[config.mk]
export PLATFORM = sky130hd
export DESIGN_NAME = hpm_fmul
export DESIGN_NICKNAME = d
export VERILOG_FILES = /design/src/design/hpm_pkg.sv /design/src/design/hpm_fmul.sv
export SDC_FILE = /design/constraint.sdc
export NUM_CORES = 1
export LEC_CHECK = 0
export ABC_AREA = 0
export BUFFER_PORTS_ARGS = -buffer_cell sky130_fd_sc_hd__buf_4
export CAP_MARGIN = 20
export CELL_PAD_IN_SITES_DETAIL_PLACEMENT = 1
export CELL_PAD_IN_SITES_GLOBAL_PLACEMENT = 2
export CORE_MARGIN = 3
export CORE_UTILIZATION = 40
export DETAILED_ROUTE_END_ITERATION = 10
export PLACE_DENSITY = 0.82
export SYNTH_ARGS = -nofsm -noshare
export SYNTH_HDL_FRONTEND = slang
export SYNTH_SLANG_ARGS = --single-unit
[constraint.sdc]
create_clock -name clk -period 6.9 [get_ports clk]
set_input_delay 1.38 -clock clk [delete_from_list [all_inputs] [get_ports clk]]
set_output_delay 1.38 -clock clk [all_outputs]
set_load 0.005 [all_outputs]
[src/design/hpm_pkg.sv]
// ----------------------------------------------------------------------------
// hpm_pkg
// Shared types, constants and fp32 / bf16 helper functions of the
// hyper-connection post mix block.
// ----------------------------------------------------------------------------
package hpm_pkg;

  localparam int STREAM_COUNT = 4;
  localparam int COEF_COUNT   = STREAM_COUNT + STREAM_COUNT * STREAM_COUNT;
  localparam int MUL_STAGES   = 3;
  localparam int ADD_STAGES   = 4;
  localparam int LATENCY      = MUL_STAGES + STREAM_COUNT * ADD_STAGES + 1;

  localparam logic CMD_LOAD   = 1'b0;
  localparam logic CMD_COLUMN = 1'b1;

  localparam logic [31:0] FP32_QNAN = 32'h7FC0_0000;
  localparam logic [15:0] BF16_QNAN = 16'h7FC0;

  typedef struct packed {
    logic        cmd;
    logic [4:0]  coef_index;
    logic [31:0] coef_value;
    logic [15:0] layer_value;
    logic [15:0] residual_0;
    logic [15:0] residual_1;
    logic [15:0] residual_2;
    logic [15:0] residual_3;
    logic        last_column;
  } hpm_in_t;

  typedef struct packed {
    logic [15:0] out_0;
    logic [15:0] out_1;
    logic [15:0] out_2;
    logic [15:0] out_3;
    logic        end_of_token;
    logic        nonfinite_error;
  } hpm_out_t;

  // side info that rides along with each column request
  typedef struct packed {
    logic last;
    logic err;
  } hpm_tag_t;

  // leading zero count of a 32-bit word (zero word gives 0)
  function automatic logic [4:0] lzc32(input logic [31:0] v);
    logic [4:0] n;
    n = 5'd0;
    for (int i = 0; i < 32; i++) begin
      if (v[i]) n = 5'(31 - i);
    end
    return n;
  endfunction

  // round to nearest even and pack; sig[25] is the leading one at biased
  // exponent e, sig[1] the guard bit, sig[0] the sticky bit
  function automatic logic [31:0] round_pack(input logic sgn,
                                             input logic signed [10:0] e,
                                             input logic [25:0] sig);
    logic [25:0] s2;
    logic [25:0] lost;
    logic [10:0] sh;
    logic [7:0]  eb;
    logic        rnd;
    logic [30:0] mag;
    logic [31:0] res;
    s2   = sig;
    lost = '0;
    sh   = '0;
    eb   = 8'd0;
    // subnormal range: shift right, folding lost bits into sticky
    if (e <= 11'sd0) begin
      sh = 11'(11'sd1 - e);
      if (sh >= 11'd26) begin
        s2 = {25'b0, |sig};
      end else begin
        lost = sig & ((26'd1 << sh[4:0]) - 26'd1);
        s2   = (sig >> sh[4:0]) | {25'b0, |lost};
      end
    end else begin
      eb = e[7:0] - 8'd1;
    end
    rnd = s2[1] & (s2[0] | s2[2]);
    // hidden bit and rounding carry propagate into the exponent field
    mag = {eb, 23'b0} + {7'b0, s2[25:2]} + {30'b0, rnd};
    if (sig == 26'd0) begin
      res = {sgn, 31'b0};
    end else if (e >= 11'sd255) begin
      res = {sgn, 8'hFF, 23'b0};
    end else begin
      res = {sgn, mag};
    end
    return res;
  endfunction

  // fp32 to bf16, nearest even, any nan becomes the quiet nan
  function automatic logic [15:0] to_bf16(input logic [31:0] x);
    logic [31:0] t;
    t = x + 32'h0000_7FFF + {31'b0, x[16]};
    if (x[30:23] == 8'hFF && x[22:0] != 23'd0) return BF16_QNAN;
    return t[31:16];
  endfunction

  function automatic logic bf16_finite(input logic [15:0] v);
    return v[14:7] != 8'hFF;
  endfunction

  function automatic logic fp32_finite(input logic [31:0] v);
    return v[30:23] != 8'hFF;
  endfunction

endpackage

[src/design/hpm_fmul.sv]
// ----------------------------------------------------------------------------
// hpm_fmul
// Pipelined fp32 by bf16 multiplier, finite operands, fp32 result rounded
// to nearest even; three register stages.
// ----------------------------------------------------------------------------
module hpm_fmul
  import hpm_pkg::*;
(
  input  logic        clk,
  input  logic        en,
  input  logic [31:0] a,
  input  logic [15:0] b,
  output logic [31:0] y
);

  logic [23:0]        ma;
  logic [7:0]         mb;
  logic [7:0]         ea;
  logic [7:0]         eb;
  logic [31:0]        p_nxt;
  logic signed [10:0] esum_nxt;
  logic [31:0]        p_r;
  logic               s1_r;
  logic signed [10:0] esum_r;

  logic [4:0]         lz;
  logic [31:0]        norm;
  logic [25:0]        sig_nxt;
  logic signed [10:0] e2_nxt;
  logic [25:0]        sig_r;
  logic signed [10:0] e2_r;
  logic               s2_r;
  logic [31:0]        y_r;

  // stage 1: unpack and integer product
  always_comb begin
    ma       = {a[30:23] != 8'd0, a[22:0]};
    mb       = {b[14:7] != 8'd0, b[6:0]};
    ea       = (a[30:23] == 8'd0) ? 8'd1 : a[30:23];
    eb       = (b[14:7] == 8'd0) ? 8'd1 : b[14:7];
    p_nxt    = 32'(ma) * 32'(mb);
    esum_nxt = 11'(ea) + 11'(eb) - 11'd126;
  end

  always_ff @(posedge clk) begin
    if (en) begin
      p_r    <= p_nxt;
      s1_r   <= a[31] ^ b[15];
      esum_r <= esum_nxt;
    end
  end

  // stage 2: normalize so the leading one sits at the top
  always_comb begin
    lz      = lzc32(p_r);
    norm    = p_r << lz;
    sig_nxt = {norm[31:7], |norm[6:0]};
    e2_nxt  = esum_r - 11'(lz);
  end

  always_ff @(posedge clk) begin
    if (en) begin
      sig_r <= sig_nxt;
      e2_r  <= e2_nxt;
      s2_r  <= s1_r;
    end
  end

  // stage 3: round and pack
  always_ff @(posedge clk) begin
    if (en) begin
      y_r <= round_pack(s2_r, e2_r, sig_r);
    end
  end

  assign y = y_r;

endmodule

==> metrics.txt <==
Layout area overhead 10.28%; Post-Syn Instances 1788; # diodes 0; Die W 206.1 um; Core ar. approximately 39000 um^2; hold slack between 0.4 and 0.5 ns; Worst-Margin Slew 0.9664 ns; fraction of registers with async set/reset 0; wire per inst 20.90 um; initial antenna violation count 0; count of buffers from port buffering 81; cts bufs inserted 17; layout cells sized above 1 0.1142; Worst VDD drop 0.2083 mV; Synth Cell Area 16010 um^2; first-pass GRT wire length 78640 um; CTS-repair resized insts 0; fin crit share 0.9245; Critical Path Fanout Max 25; Power Density a little over 500 nW/um^2; RSZ-0062 raised after global routing no; IO Count just over 80; Crit Path Category in2reg; Worst setup EP type flop; vias in the first global route approximately 14k; Leakage 0.007494 uW; total power between 9000 and 10000 uW; max-slew violations 0; Highest Clock Rate approximately 0.16 GHz; min-delay worst type reg2reg; final WL 48720 um; HPWL Detailed 37590 um; Initial DRT Pass Iterations 5; Worst Path Required 7.08 ns; Post-route DRC 0; Setup violations, final 0; die footprint 42470 um^2; initial DRC count around 760; GR Overflow Total 0; NumNets Final 2066; CTS Hold Bufs 0; status completed; clock buffer depth 2; Fillers 4550; largest net degree at the start of global routing 62; final hold violation count 0; min cycle time layout 6.379 ns; CTS tree yes; htree depth 4; placed instance count 2299; clock sink count 113; GRT Resource Usage Total 0.2325; relative slew slack 0.3533; Layout Utilization 0.4516; Distinct cells, synth 85; CP Launch Type primary input; die height approximately 200 um; Synth Flop Type edfxtp_1; Initial Util 0.4096; antenna viol nets, final 0; Post-CTS Setup Bufs 0; register area share after synthesis 0.2119; synthesis warning total 0; synthesized area per cell around 9 um^2; routed vias/inst 5.883; Post-synth EDFFs 113; Clock transition at path regs ~0.060 ns; Worst-Skew Late Latency 0.43 ns; clock root buffer clkbuf_16; Net Count, Synth 2054; Rows 72; via count 13.71k; FF+latch count, synth 113; CP arrival between 6 and 7 ns; Worst Skew 0.01188 ns; Routability Congestion between 0.9 and 1; setup TNS 0 ns; filler-free cell count of the finished design 2331; Max-cap violations 0
==> synth_stat cells, types with 36 or more instances <==
| master | instances | share of area |
|---|---|---|
| mux2i_1 | 53 | 0.033 |
| inv_1 | 176 | 0.041 |
| edfxtp_1 | 113 | 0.21 |
| a21oi_1 | 77 | 0.024 |
| ha_1 | 82 | 0.064 |
| nor2_1 | 133 | 0.031 |
| nand2_1 | 192 | 0.045 |
| mux4_2 | 36 | 0.051 |
| xnor2_1 | 49 | 0.027 |
| and2_1 | 99 | 0.039 |
| fa_1 | 134 | 0.17 |
| o21ai_0 | 69 | 0.022 |
| clkbuf_1 | 80 | 0.019 |
==> routing by layer <==
metal / routed length (um) / up-vias / global-route usage / share of wire
met5: 0 / - / 0 / 0
met4: 1922 / 0 / 0.09648 / 0.039
met3: 1535 / 111 / 0.02851 / 0.032
met2: 25010 / 315 / 0.4164 / 0.51
met1: 20260 / 6922 / 0.2828 / 0.42
li1: - / 6366 / - / -
==> final cells by class <==
type | count | area, um^2 | share of cell area
clock buffers | 18 | 429.2 | 0.02430
clock inverters | 14 | 193.9 | 0.01098
inverters | 179 | 671.9 | 0.03805
multi-input cells | 1386 | 11520 | 0.6526
flip-flops and latches | 113 | 3393 | 0.1922
well taps | 518 | 648.1 | 0.03670
repair buffers | 103 | 798.3 | 0.04521
==> critical path, stage by stage <==
cell      delay, ns
buf_4          0.11
nor4_1         0.31
nand2_1        0.15
buf_12         0.18
nand2_1        0.10
fa_1           0.42
fa_1           0.52
fa_1           0.55
inv_1          0.05
fa_1           0.47
ha_1           0.35
o21a_1         0.14
o31a_1         0.21
o211ai_1       0.16
a31oi_1        0.43
a311o_1        0.31
a41o_1         0.28
nand4_1        0.11
nand3b_1       0.10
a21oi_1        0.08
xnor2_1        0.12
==> registers in the layout (all words and copies together) (netlist names) <==
register  count
y            32
e2_r         11
esum_r       10
p_r          32
s2_r          1
sig_r        26
s1_r          1
==> power breakdown <==
part / switching (uW) / total [uW] / internal, uW
clock: 325 / 957 / 632
combinational: 3670 / 6340 / 2670
sequential: 519 / 1730 / 1220
total: 4510 / 9030 / 4510
==> cells by family after synthesis <==
| family | Yosys count | share of synthesized area |
|---|---|---|
| AO/OA/AOI/OAI | 375 | 0.1637 |
| XOR/XNOR | 72 | 0.03938 |
| buffers and inverters | 289 | 0.06962 |
| adder cells (fa/ha/maj) | 216 | 0.2316 |
| multiplexers | 96 | 0.08869 |
| AND/OR/NAND/NOR | 627 | 0.1951 |
| flip-flops | 113 | 0.2119 |
==> layout by cell type (no fill, tap or decap), drive strengths merged, types with 12 or more instances in the layout <==
master    n
nand2   192
inv     176
fa      134
nor2    133
edfxtp  113
buf     103
and2    100
ha       82
a21oi    78
o21ai    72
mux2i    53
xnor2    49
mux4     36
nand3    35
nor3     29
nor4     29
xor2     23
nand2b   22
a21o     19
nand4    19
clkbuf   18
a22oi    16
o21a     15
a211oi   15
a31oi    14
and3     14
o22ai    12
==> final timing paths <==
check	startpoint	endpoint	slack, ns	cells past startpoint
hold / removal	s2_r$_DFFE_PP_	y[31]$_DFFE_PP_	0.43	0
hold reg to reg	s2_r$_DFFE_PP_	y[31]$_DFFE_PP_	0.43	0
setup / recovery	b[14]	p_r[31]$_DFFE_PP_	0.52	21
setup reg to reg	e2_r[1]$_DFFE_PP_	y[30]$_SDFFCE_PP0P_	1.74	14
==> per-stage QoR <==
step	setup WS, ns	area [um^2]
2_1_floorplan	0.6026	16010
4_1_cts	0.5095	17660
3_5_place_dp	0.06613	17040
3_3_place_gp	0.1234	17040
5_1_grt	0.1433	17660
6_report	0.5208	17660
No activity file was read; power rests on OpenSTA's default activity.
