**config.mk**
```make
export PLATFORM = sky130hd
export DESIGN_NAME = hpm_fadd
export DESIGN_NICKNAME = d
export VERILOG_FILES = /design/src/design/hpm_pkg.sv /design/src/design/hpm_fadd.sv
export SDC_FILE = /design/constraint.sdc
export NUM_CORES = 1
export LEC_CHECK = 0
export ABC_AREA = 1
export BUFFER_PORTS_ARGS = -buffer_cell sky130_fd_sc_hd__buf_2
export CAP_MARGIN = 20
export CORE_UTILIZATION = 30
export CTS_CLUSTER_DIAMETER = 120
export DETAILED_ROUTE_END_ITERATION = 12
export GPL_ROUTABILITY_DRIVEN = 0
export GPL_TIMING_DRIVEN = 1
export PLACE_DENSITY_LB_ADDON = 0.25
export SLEW_MARGIN = 20
export SYNTH_ARGS = -nofsm -noshare
export SYNTH_HDL_FRONTEND = slang
export SYNTH_SLANG_ARGS = --single-unit
```
**constraint.sdc**
```tcl
create_clock -name clk -period 12.65 [get_ports clk]
set_input_delay 1.8975 -clock clk [delete_from_list [all_inputs] [get_ports clk]]
set_output_delay 1.8975 -clock clk [all_outputs]
set_load 0.01 [all_outputs]
```
**src/design/hpm_pkg.sv**
```systemverilog
// ----------------------------------------------------------------------------
// hpm_pkg
// Shared types, constants and fp32 / bf16 helper functions of the
// hyper-connection post mix block.
// ----------------------------------------------------------------------------
package hpm_pkg;

  localparam int STREAM_COUNT = 4;
  localparam int COEF_COUNT   = STREAM_COUNT + STREAM_COUNT * STREAM_COUNT;
  localparam int MUL_STAGES   = 3;
  localparam int ADD_STAGES   = 4;
  localparam int LATENCY      = MUL_STAGES + STREAM_COUNT * ADD_STAGES + 1;

  localparam logic CMD_LOAD   = 1'b0;
  localparam logic CMD_COLUMN = 1'b1;

  localparam logic [31:0] FP32_QNAN = 32'h7FC0_0000;
  localparam logic [15:0] BF16_QNAN = 16'h7FC0;

  typedef struct packed {
    logic        cmd;
    logic [4:0]  coef_index;
    logic [31:0] coef_value;
    logic [15:0] layer_value;
    logic [15:0] residual_0;
    logic [15:0] residual_1;
    logic [15:0] residual_2;
    logic [15:0] residual_3;
    logic        last_column;
  } hpm_in_t;

  typedef struct packed {
    logic [15:0] out_0;
    logic [15:0] out_1;
    logic [15:0] out_2;
    logic [15:0] out_3;
    logic        end_of_token;
    logic        nonfinite_error;
  } hpm_out_t;

  // side info that rides along with each column request
  typedef struct packed {
    logic last;
    logic err;
  } hpm_tag_t;

  // leading zero count of a 32-bit word (zero word gives 0)
  function automatic logic [4:0] lzc32(input logic [31:0] v);
    logic [4:0] n;
    n = 5'd0;
    for (int i = 0; i < 32; i++) begin
      if (v[i]) n = 5'(31 - i);
    end
    return n;
  endfunction

  // round to nearest even and pack; sig[25] is the leading one at biased
  // exponent e, sig[1] the guard bit, sig[0] the sticky bit
  function automatic logic [31:0] round_pack(input logic sgn,
                                             input logic signed [10:0] e,
                                             input logic [25:0] sig);
    logic [25:0] s2;
    logic [25:0] lost;
    logic [10:0] sh;
    logic [7:0]  eb;
    logic        rnd;
    logic [30:0] mag;
    logic [31:0] res;
    s2   = sig;
    lost = '0;
    sh   = '0;
    eb   = 8'd0;
    // subnormal range: shift right, folding lost bits into sticky
    if (e <= 11'sd0) begin
      sh = 11'(11'sd1 - e);
      if (sh >= 11'd26) begin
        s2 = {25'b0, |sig};
      end else begin
        lost = sig & ((26'd1 << sh[4:0]) - 26'd1);
        s2   = (sig >> sh[4:0]) | {25'b0, |lost};
      end
    end else begin
      eb = e[7:0] - 8'd1;
    end
    rnd = s2[1] & (s2[0] | s2[2]);
    // hidden bit and rounding carry propagate into the exponent field
    mag = {eb, 23'b0} + {7'b0, s2[25:2]} + {30'b0, rnd};
    if (sig == 26'd0) begin
      res = {sgn, 31'b0};
    end else if (e >= 11'sd255) begin
      res = {sgn, 8'hFF, 23'b0};
    end else begin
      res = {sgn, mag};
    end
    return res;
  endfunction

  // fp32 to bf16, nearest even, any nan becomes the quiet nan
  function automatic logic [15:0] to_bf16(input logic [31:0] x);
    logic [31:0] t;
    t = x + 32'h0000_7FFF + {31'b0, x[16]};
    if (x[30:23] == 8'hFF && x[22:0] != 23'd0) return BF16_QNAN;
    return t[31:16];
  endfunction

  function automatic logic bf16_finite(input logic [15:0] v);
    return v[14:7] != 8'hFF;
  endfunction

  function automatic logic fp32_finite(input logic [31:0] v);
    return v[30:23] != 8'hFF;
  endfunction

endpackage

```
**src/design/hpm_fadd.sv**
```systemverilog
// ----------------------------------------------------------------------------
// hpm_fadd
// Pipelined fp32 adder, round to nearest even, full special value handling;
// four register stages: align, add, normalize, round.
// ----------------------------------------------------------------------------
module hpm_fadd
  import hpm_pkg::*;
(
  input  logic        clk,
  input  logic        en,
  input  logic [31:0] a,
  input  logic [31:0] b,
  output logic [31:0] y
);

  logic        nan_a, nan_b, inf_a, inf_b;
  logic        spec_nxt;
  logic [31:0] spec_val_nxt;
  logic        a_big;
  logic [31:0] big, sml;
  logic [7:0]  e_big, e_sml, d;
  logic [23:0] m_big, m_sml;
  logic [26:0] ms27, lost, ms_al;

  logic        spec1_r, sub1_r, sgn1_r, zs1_r;
  logic [31:0] sval1_r;
  logic [7:0]  e1_r;
  logic [26:0] mb1_r, ms1_r;

  logic        spec2_r, sgn2_r, zs2_r;
  logic [31:0] sval2_r;
  logic [7:0]  e2_r;
  logic [27:0] sum2_r;

  logic [4:0]         lz;
  logic [27:0]        norm;
  logic               spec3_r, sgn3_r;
  logic [31:0]        sval3_r;
  logic signed [10:0] e3_r;
  logic [25:0]        sig3_r;
  logic [31:0]        y_r;

  // stage 1: special values, order by magnitude, align the smaller operand
  always_comb begin
    nan_a    = a[30:23] == 8'hFF && a[22:0] != 23'd0;
    nan_b    = b[30:23] == 8'hFF && b[22:0] != 23'd0;
    inf_a    = a[30:23] == 8'hFF && a[22:0] == 23'd0;
    inf_b    = b[30:23] == 8'hFF && b[22:0] == 23'd0;
    spec_nxt = nan_a | nan_b | inf_a | inf_b;
    if (nan_a || nan_b || (inf_a && inf_b && a[31] != b[31])) begin
      spec_val_nxt = FP32_QNAN;
    end else if (inf_a) begin
      spec_val_nxt = a;
    end else begin
      spec_val_nxt = b;
    end
    a_big = a[30:0] >= b[30:0];
    big   = a_big ? a : b;
    sml   = a_big ? b : a;
    e_big = (big[30:23] == 8'd0) ? 8'd1 : big[30:23];
    e_sml = (sml[30:23] == 8'd0) ? 8'd1 : sml[30:23];
    m_big = {big[30:23] != 8'd0, big[22:0]};
    m_sml = {sml[30:23] != 8'd0, sml[22:0]};
    d     = e_big - e_sml;
    ms27  = {m_sml, 3'b0};
    lost  = '0;
    if (d >= 8'd27) begin
      ms_al = {26'b0, |m_sml};
    end else begin
      lost  = ms27 & ((27'd1 << d[4:0]) - 27'd1);
      ms_al = (ms27 >> d[4:0]) | {26'b0, |lost};
    end
  end

  always_ff @(posedge clk) begin
    if (en) begin
      spec1_r <= spec_nxt;
      sval1_r <= spec_val_nxt;
      sub1_r  <= big[31] ^ sml[31];
      sgn1_r  <= big[31];
      zs1_r   <= big[31] & sml[31];
      e1_r    <= e_big;
      mb1_r   <= {m_big, 3'b0};
      ms1_r   <= ms_al;
    end
  end

  // stage 2: magnitude add or subtract
  always_ff @(posedge clk) begin
    if (en) begin
      spec2_r <= spec1_r;
      sval2_r <= sval1_r;
      sgn2_r  <= sgn1_r;
      zs2_r   <= zs1_r;
      e2_r    <= e1_r;
      sum2_r  <= sub1_r ? ({1'b0, mb1_r} - {1'b0, ms1_r})
                        : ({1'b0, mb1_r} + {1'b0, ms1_r});
    end
  end

  // stage 3: normalize, exact zero takes its sign from both operands
  always_comb begin
    lz   = lzc32({sum2_r, 4'b0});
    norm = sum2_r << lz;
  end

  always_ff @(posedge clk) begin
    if (en) begin
      spec3_r <= spec2_r;
      sval3_r <= sval2_r;
      sgn3_r  <= (sum2_r == 28'd0) ? zs2_r : sgn2_r;
      e3_r    <= 11'(e2_r) + 11'd1 - 11'(lz);
      sig3_r  <= {norm[27:3], |norm[2:0]};
    end
  end

  // stage 4: round and pack
  always_ff @(posedge clk) begin
    if (en) begin
      y_r <= spec3_r ? sval3_r : round_pack(sgn3_r, e3_r, sig3_r);
    end
  end

  assign y = y_r;

endmodule

```
==> summary.txt, run 1 <==
Run status
  • Status: complete, no violations

Worst setup path
  • Worst R2R Start: e3_r[1]
  • CP max stage cell: inv_1
  • Kind of critical path: in -> reg
  • Data required, critical path: 13.07 ns
  • Critical Path Max Stage Delay: between 0.6 and 0.7 ns
  • Endpoint class of the critical path: flip-flop
  • Cell depth of the worst flop-to-flop path: 23
  • Worst setup SP type: primary input
  • CP max FO: slightly above 80
  • FF-to-FF setup slack: 7.02 ns
  • Reg2reg end: y[0]
  • CP arrival: about 8.7 ns

Synth
  • Sequential area share after synthesis: between 30% and 40%
  • Ys async rst share: 0%
  • Netlist cell types: between 60 and 70
  • Multiplexer share of the synthesized area: 0.407%
  • Post-synthesis compound-gate area fraction: 13.8%
  • Synth top area cells: edfxtp_1 (40%), nand2_1 (12%), ha_1 (6.9%), nand3_1 (6.1%), o21ai_0 (6.1%)
  • YS warnings: 0
  • Primary FF master, synth: edfxtp_1
  • Synth Area in Simple Gates: between 20% and 30%
  • Netlist Area Pre-Place: between 0.02 and 0.025 mm²
  • Yosys reg bits: 268
  • Number of synthesized flops with an enable pin: between 200 and 300
  • Post-synthesis xor/xnor area fraction: 2.19%
  • Syn_nets: between 2000 and 3000
  • Mapped Cells: 2700
  • Yosys top cell area share: between 30 and 40%
  • Synth area leader: edfxtp_1
  • Largest family of logic cells by synthesized area: simple AND/OR/NAND/NOR gates
  • Adder and majority gate portion of the synthesized area: between 7 and 8%
  • Post-Syn Area per Cell: around 7.5 µm²

Clock tree
  • CTS Buf Count: 30
  • Clock Sinks: 268
  • Post-CTS setup buffers: 0
  • Root Buffer Master: clkbuf_16
  • TritonCTS clock tree: done
  • H-tree Lvls: 1
  • Hold-fix buffers at CTS: 0
  • CTS max path bufs: 3
  • Post-CTS sizing: 0
  • Clock slew at reported path FFs: 0.06 ns
  • Worst-Skew Late Latency: just under 0.6 ns

STA
  • Final WS setup: roughly 4.4 ns
  • Slew margin rel.: between 30% and 40%
  • RSZ-0062 raised after global routing: false
  • Final setup fails: 0
  • Post-layout min period: a little over 8 ns
  • Pins Over Slew Limit: 0
  • Total negative slack: 0 ns
  • Fmax: 0.121 GHz
  • Final Hold Vio Count: 0
  • Skew final: ~0.017 ns
  • Slew @ Worst Pin: about 0.94 ns
  • Period utilization: 65.3%

Layout
  • Area growth syn-to-layout: 11.4%
  • # diodes: 0
  • Nets@finish: roughly 2900
  • Commonest non-fill, non-tap cell in the layout: nand2_1
  • Share of layout cells above drive strength 1: 8.89%
  • Most frequent cells in the layout: nand2_1 (666), inv_1 (312), edfxtp_1 (268)
  • Fill count: about 7200

Global routing
  • Largest net degree at the start of global routing: 115
  • First-pass GRT wire length: around 99 mm
  • Total GRT Usage: ~18%
  • Antenna violations before repair: 0
  • Grt ovf: 0
  • Number of global-route vias before repair: 17300

Floorplanning
  • Effective utilization at floorplan: 30.3%
  • Num ports: just under 100
  • Core box area: 0.0670 mm²
  • # rows: 95
  • Chip height: roughly 260 µm
  • Die ar.: just under 0.07 mm²
  • Die W: between 200 and 300 µm

Min path
  • Hold Path Class: reg -> reg
  • Hold wc startpoint: sval2_r[6]
  • WHS Endpoint: sval3_r[6]
  • Hold Path Depth: 0

Power and ir drop
  • Pwr Density: 180 mW/mm²
  • P_leak: 0.00975 µW
  • Total power: between 4000 and 5000 µW
  • Worst VDD drop: 106 µV

Detailed routing
  • Post-DRT Antenna Nets: 0
  • Via Count: ~18000
  • Vias per cell: about 5.1
  • DRC viols: 0
  • First DRT Iteration DRCs: 1698
  • Final wirelength: 64.0 mm
  • Drt wl/cell: 17.5 µm
  • DRT Pass-1 Iters: 6

Flow run
  • Max-cap viol count: 0

Placed design
  • Post-DP HPWL: 50.5 mm
  • Setup slack at placement: between 3 and 4 ns
  • I/O Buffers: between 90 and 100
-- critical path: cells and delay by family --
family | cells | cell delay, ns
fa+ha+maj | 3 | 0.91
simple gates | 10 | 1.83
buf+inv | 9 | 2.37
compound gates | 7 | 1.62
-- final cells by class --
type	count	area, µm²	share of cell area (%)
Inverter	340	1280	5.64
Clock buffer	33	762	3.37
Clock inverter	20	203	0.895
Multi-Input combinational cell	2000	10600	46.9
Timing Repair Buffer	117	649	2.87
Tap cell	873	1090	4.83
Sequential cell	268	8050	35.5
-- sequential cells by signal (all words and copies together), names as in the netlist --
register,flops
e1_r,8
e2_r,8
e3_r,10
mb1_r,24
ms1_r,27
sgn1_r,1
sgn2_r,1
sgn3_r,1
sig3_r,26
spec1_r,1
spec2_r,1
spec3_r,1
sub1_r,1
sum2_r,28
sval1_r,32
sval2_r,32
sval3_r,32
y,32
zs1_r,1
zs2_r,1
-- routing by layer --
layer	share of wire [%]	GRT usage (%)	vias to the layer above	routed length, µm
met1	47	25.6	8500	30300
li1	-	-	9294	-
met4	3.4	5.71	0	2160
met5	0	0	-	0
met2	44	29.1	563	28400
met3	4.9	1.84	119	3130
-- how the worst max path moves through the flow --
stage / startpoint / endpoint / slack, ns / cells after the start
2_1_floorplan: b[2] / ms1_r[0] / 5.34 / 40
3_3_place_gp: b[18] / ms1_r[12] / 3.98 / 29
3_5_place_dp: b[2] / ms1_r[12] / 3.88 / 31
4_1_cts: b[18] / ms1_r[12] / 4.51 / 29
5_1_grt: b[18] / ms1_r[0] / 3.64 / 38
6_report: b[18] / ms1_r[12] / 4.39 / 29
-- report_power, final --
part	leakage, µW	internal, µW	switching, µW	total [µW]
Combinational	0.00667	602	1360	1960
Sequential	0.00262	1160	113	1270
Clock	0.000459	479	365	844
-- cells by family (layout without fill, tap and decap cells) --
family                     Yosys count  count (layout)
muxes                                8               8
xor gates and xnor gates            49              49
and+or+nand+nor                   1332            1332
buffers and inverters              432             510
DFF                                268             268
adders and majority gates          115             115
AOI/OAI and AO/OA                  496             496
-- synthesized netlist by cell type, types with 7 or more instances --
cell type / n
a21boi_0: 8
a21oi_1: 113
a31oi_1: 7
buf_2: 14
clkbuf_1: 68
edfxtp_1: 268
ha_1: 112
inv_1: 312
inv_2: 21
nand2_1: 666
nand2_2: 10
nand3_1: 247
nand3b_1: 7
nand4_1: 45
nor2_1: 227
nor2_2: 10
nor3_1: 59
nor4_1: 28
o211ai_1: 17
o21a_1: 7
o21ai_0: 246
o21ai_1: 24
o21bai_1: 9
o22ai_1: 13
o31ai_1: 8
or2_2: 12
xnor2_1: 8
xor2_1: 39
-- metrics by stage --
stage / std cells / util, % / hold WS [ns] / area, µm²
6_report: 3651 / 33.8 / 0.418 / 22600
5_1_grt: 3651 / 33.8 / 0.426 / 22600
4_1_cts: 3651 / 33.8 / 0.419 / 22600
3_5_place_dp: 3598 / 32.3 / 0.405 / 21700
3_3_place_gp: 3598 / 32.3 / 0.401 / 21700
2_1_floorplan: 2700 / - / 0.400 / 20300
(Power assumes the default switching activity.)
==> run 2, diff against run 1 <==
==> constraint.sdc (replaced) <==
create_clock -name clk -period 8.15 [get_ports clk]
set_input_delay 1.2225 -clock clk [delete_from_list [all_inputs] [get_ports clk]]
set_output_delay 1.2225 -clock clk [all_outputs]
set_load 0.01 [all_outputs]
==> run 2 against run 1 <==
  * Clock power grew 60%
  * Cell area grew 0.34%
  * Critical path type unchanged
  * Sequential cell count is the same
  * Combinational power grew 56%
  * Critical endpoint is now ms1_r[14]
  * Total power grew 57%
  * Register-to-register slack lost 4.0 ns
  * Cell count grew 0.22%
  * Largest cell class unchanged
==> summary.txt, run 2 (synthesis results as in run 1) <==
Global routing
  • Largest net degree at the start of global routing: about 180
  • Grt ovf: 0
  • Number of global-route vias before repair: 17300
  • Antenna violations before repair: 3
  • First-pass GRT wire length: 98.6 mm
  • Total GRT Usage: between 10% and 20%

Layout
  • Area growth syn-to-layout: 11.8%
  • Area of the multi-input gates: between 0.01 and 0.015 mm²
  • Final instance area: about 0.023 mm²
  • Storage cell area: 0.00805 mm²
  • Most frequent cells in the layout: nand2_1 (666), inv_1 (312), edfxtp_1 (268)
  • Post-layout util: 33.9%
  • Nets@finish: between 2000 and 3000
  • Commonest non-fill, non-tap cell in the layout: nand2_1
  • Fin cells: roughly 3700
  • Share of layout cells above drive strength 1: approximately 9.0%
  • Fill count: roughly 7200

Worst setup path
  • Worst setup endpoint: ms1_r[14]
  • CP max stage cell: fa_1
  • Critical Path Max Stage Delay: between 0.3 and 0.4 ns
  • Data required, critical path: around 8.6 ns
  • Worst path depth: 34
  • Worst setup SP type: primary input
  • Worst R2R Start: e3_r[1]
  • Cell depth of the worst flop-to-flop path: 29
  • Cell family with most CP delay: simple AND/OR/NAND/NOR gates
  • Reg2reg end: y[28]
  • Kind of critical path: in -> reg
  • Crit path from: b[2]
  • Crit path buffers/inverters: 10
  • Crit path top cell by count: inv_1
  • CP arrival: a little over 7 ns
  • FF-to-FF setup slack: 3.04 ns
  • Endpoint class of the critical path: flip-flop
  • CP max FO: 41

STA
  • Final Hold Vio Count: 0
  • Final setup fails: 0
  • Skew final: 0.0137 ns
  • RSZ-0062 raised after global routing: false
  • Period utilization: a little over four fifths
  • Pins Over Slew Limit: 0
  • Slew margin rel.: about a third
  • Total negative slack: 0 ns
  • Post-layout min period: between 6 and 7 ns
  • Slew @ Worst Pin: a little over 1 ns
  • Fmax: between 0.1 and 0.15 GHz

Min path
  • Hold wc startpoint: sval2_r[9]
  • Hold Path Class: reg -> reg

Power and ir drop
  • Worst VDD drop: 173 µV
  • Total power: between 6000 and 7000 µW
  • Pwr Density: between 200 and 300 mW/mm²
  • P_leak: ~0.01 µW

Clock tree
  • Clock slew at reported path FFs: around 0.060 ns
  • Worst-Skew Late Latency: 0.58 ns
  • Hold-fix buffers at CTS: 0
  • Clock Sinks: between 200 and 300
  • CTS Buf Count: 31
  • CTS max path bufs: 3
  • TritonCTS clock tree: done
  • H-tree Lvls: 1
  • Post-CTS sizing: 0
  • Post-CTS setup buffers: 0
  • Root Buffer Master: clkbuf_16

Floorplanning
  • Num ports: 98
  • Effective utilization at floorplan: between 30% and 40%
  • Die ar.: ~0.069 mm²
  • Core box area: ~0.067 mm²
  • Die W: approximately 260 µm
  • # rows: 95
  • Chip height: around 260 µm

Run status
  • Status: complete, no violations

Detailed routing
  • DRC viols: 0
  • Post-DRT Antenna Nets: 0
  • Drt wl/cell: 17.4 µm
  • Via Count: ~19000
  • First DRT Iteration DRCs: about 1600
  • Final wirelength: approximately 64 mm
  • Vias per cell: around 5
  • DRT Pass-1 Iters: 6

Placed design
  • Dpl cells: roughly 3600
  • Area post-placement: 0.0217 mm²
  • I/O Buffers: slightly below 100
  • Post-DP HPWL: 50.4 mm

Flow run
  • Max-cap viol count: 0
-- run 2: cell types whose count changed in the layout (fill, tap and decap cells not counted), sizes merged --
cell,before,now
buf,117,122
bufinv,2,3
clkinvlp,3,2
clkinv,20,18
clkbuf,33,37
diode,0,1
-- run 2: stage by stage --
stage	worst slack, ns	hold slack (ns)
after floorplan	1.52	0.400
after global placement	1.04	0.401
after detailed placement	0.840	0.405
after CTS	1.41	0.416
after global routing	0.741	0.424
final	1.34	0.412
-- run 2: final cells by class --
type,instances,area share [%]
diodes,1,0.0110
multi-input cells,2000,46.7
flip-flops and latches,268,35.4
well taps,873,4.81
clock buffers,37,3.51
repair buffers,122,3.06
clock inverters,18,0.854
inverters,340,5.62
-- run 2: report_power, final --
group,internal [µW],switching (µW)
Combinational,948,2110
Clock,795,557
Sequential,1800,181
-- run 2: how the worst min path moves through the flow --
stage / cells past startpoint / endpoint / slack, ns
after floorplan: 0 / e2_r[0] / 0.40
after CTS: 0 / sval3_r[9] / 0.42
after detailed placement: 0 / sval2_r[22] / 0.40
after global placement: 0 / sval3_r[20] / 0.40
final: 0 / sval3_r[9] / 0.41
after global routing: 0 / sval3_r[2] / 0.42
-- run 2: layer usage --
layer / GRT usage [%] / wire (µm)
met1: 25.2 / 29500
met2: 28.7 / 28200
met3: 2.57 / 3820
met4: 5.90 / 2210
met5: 0 / 27
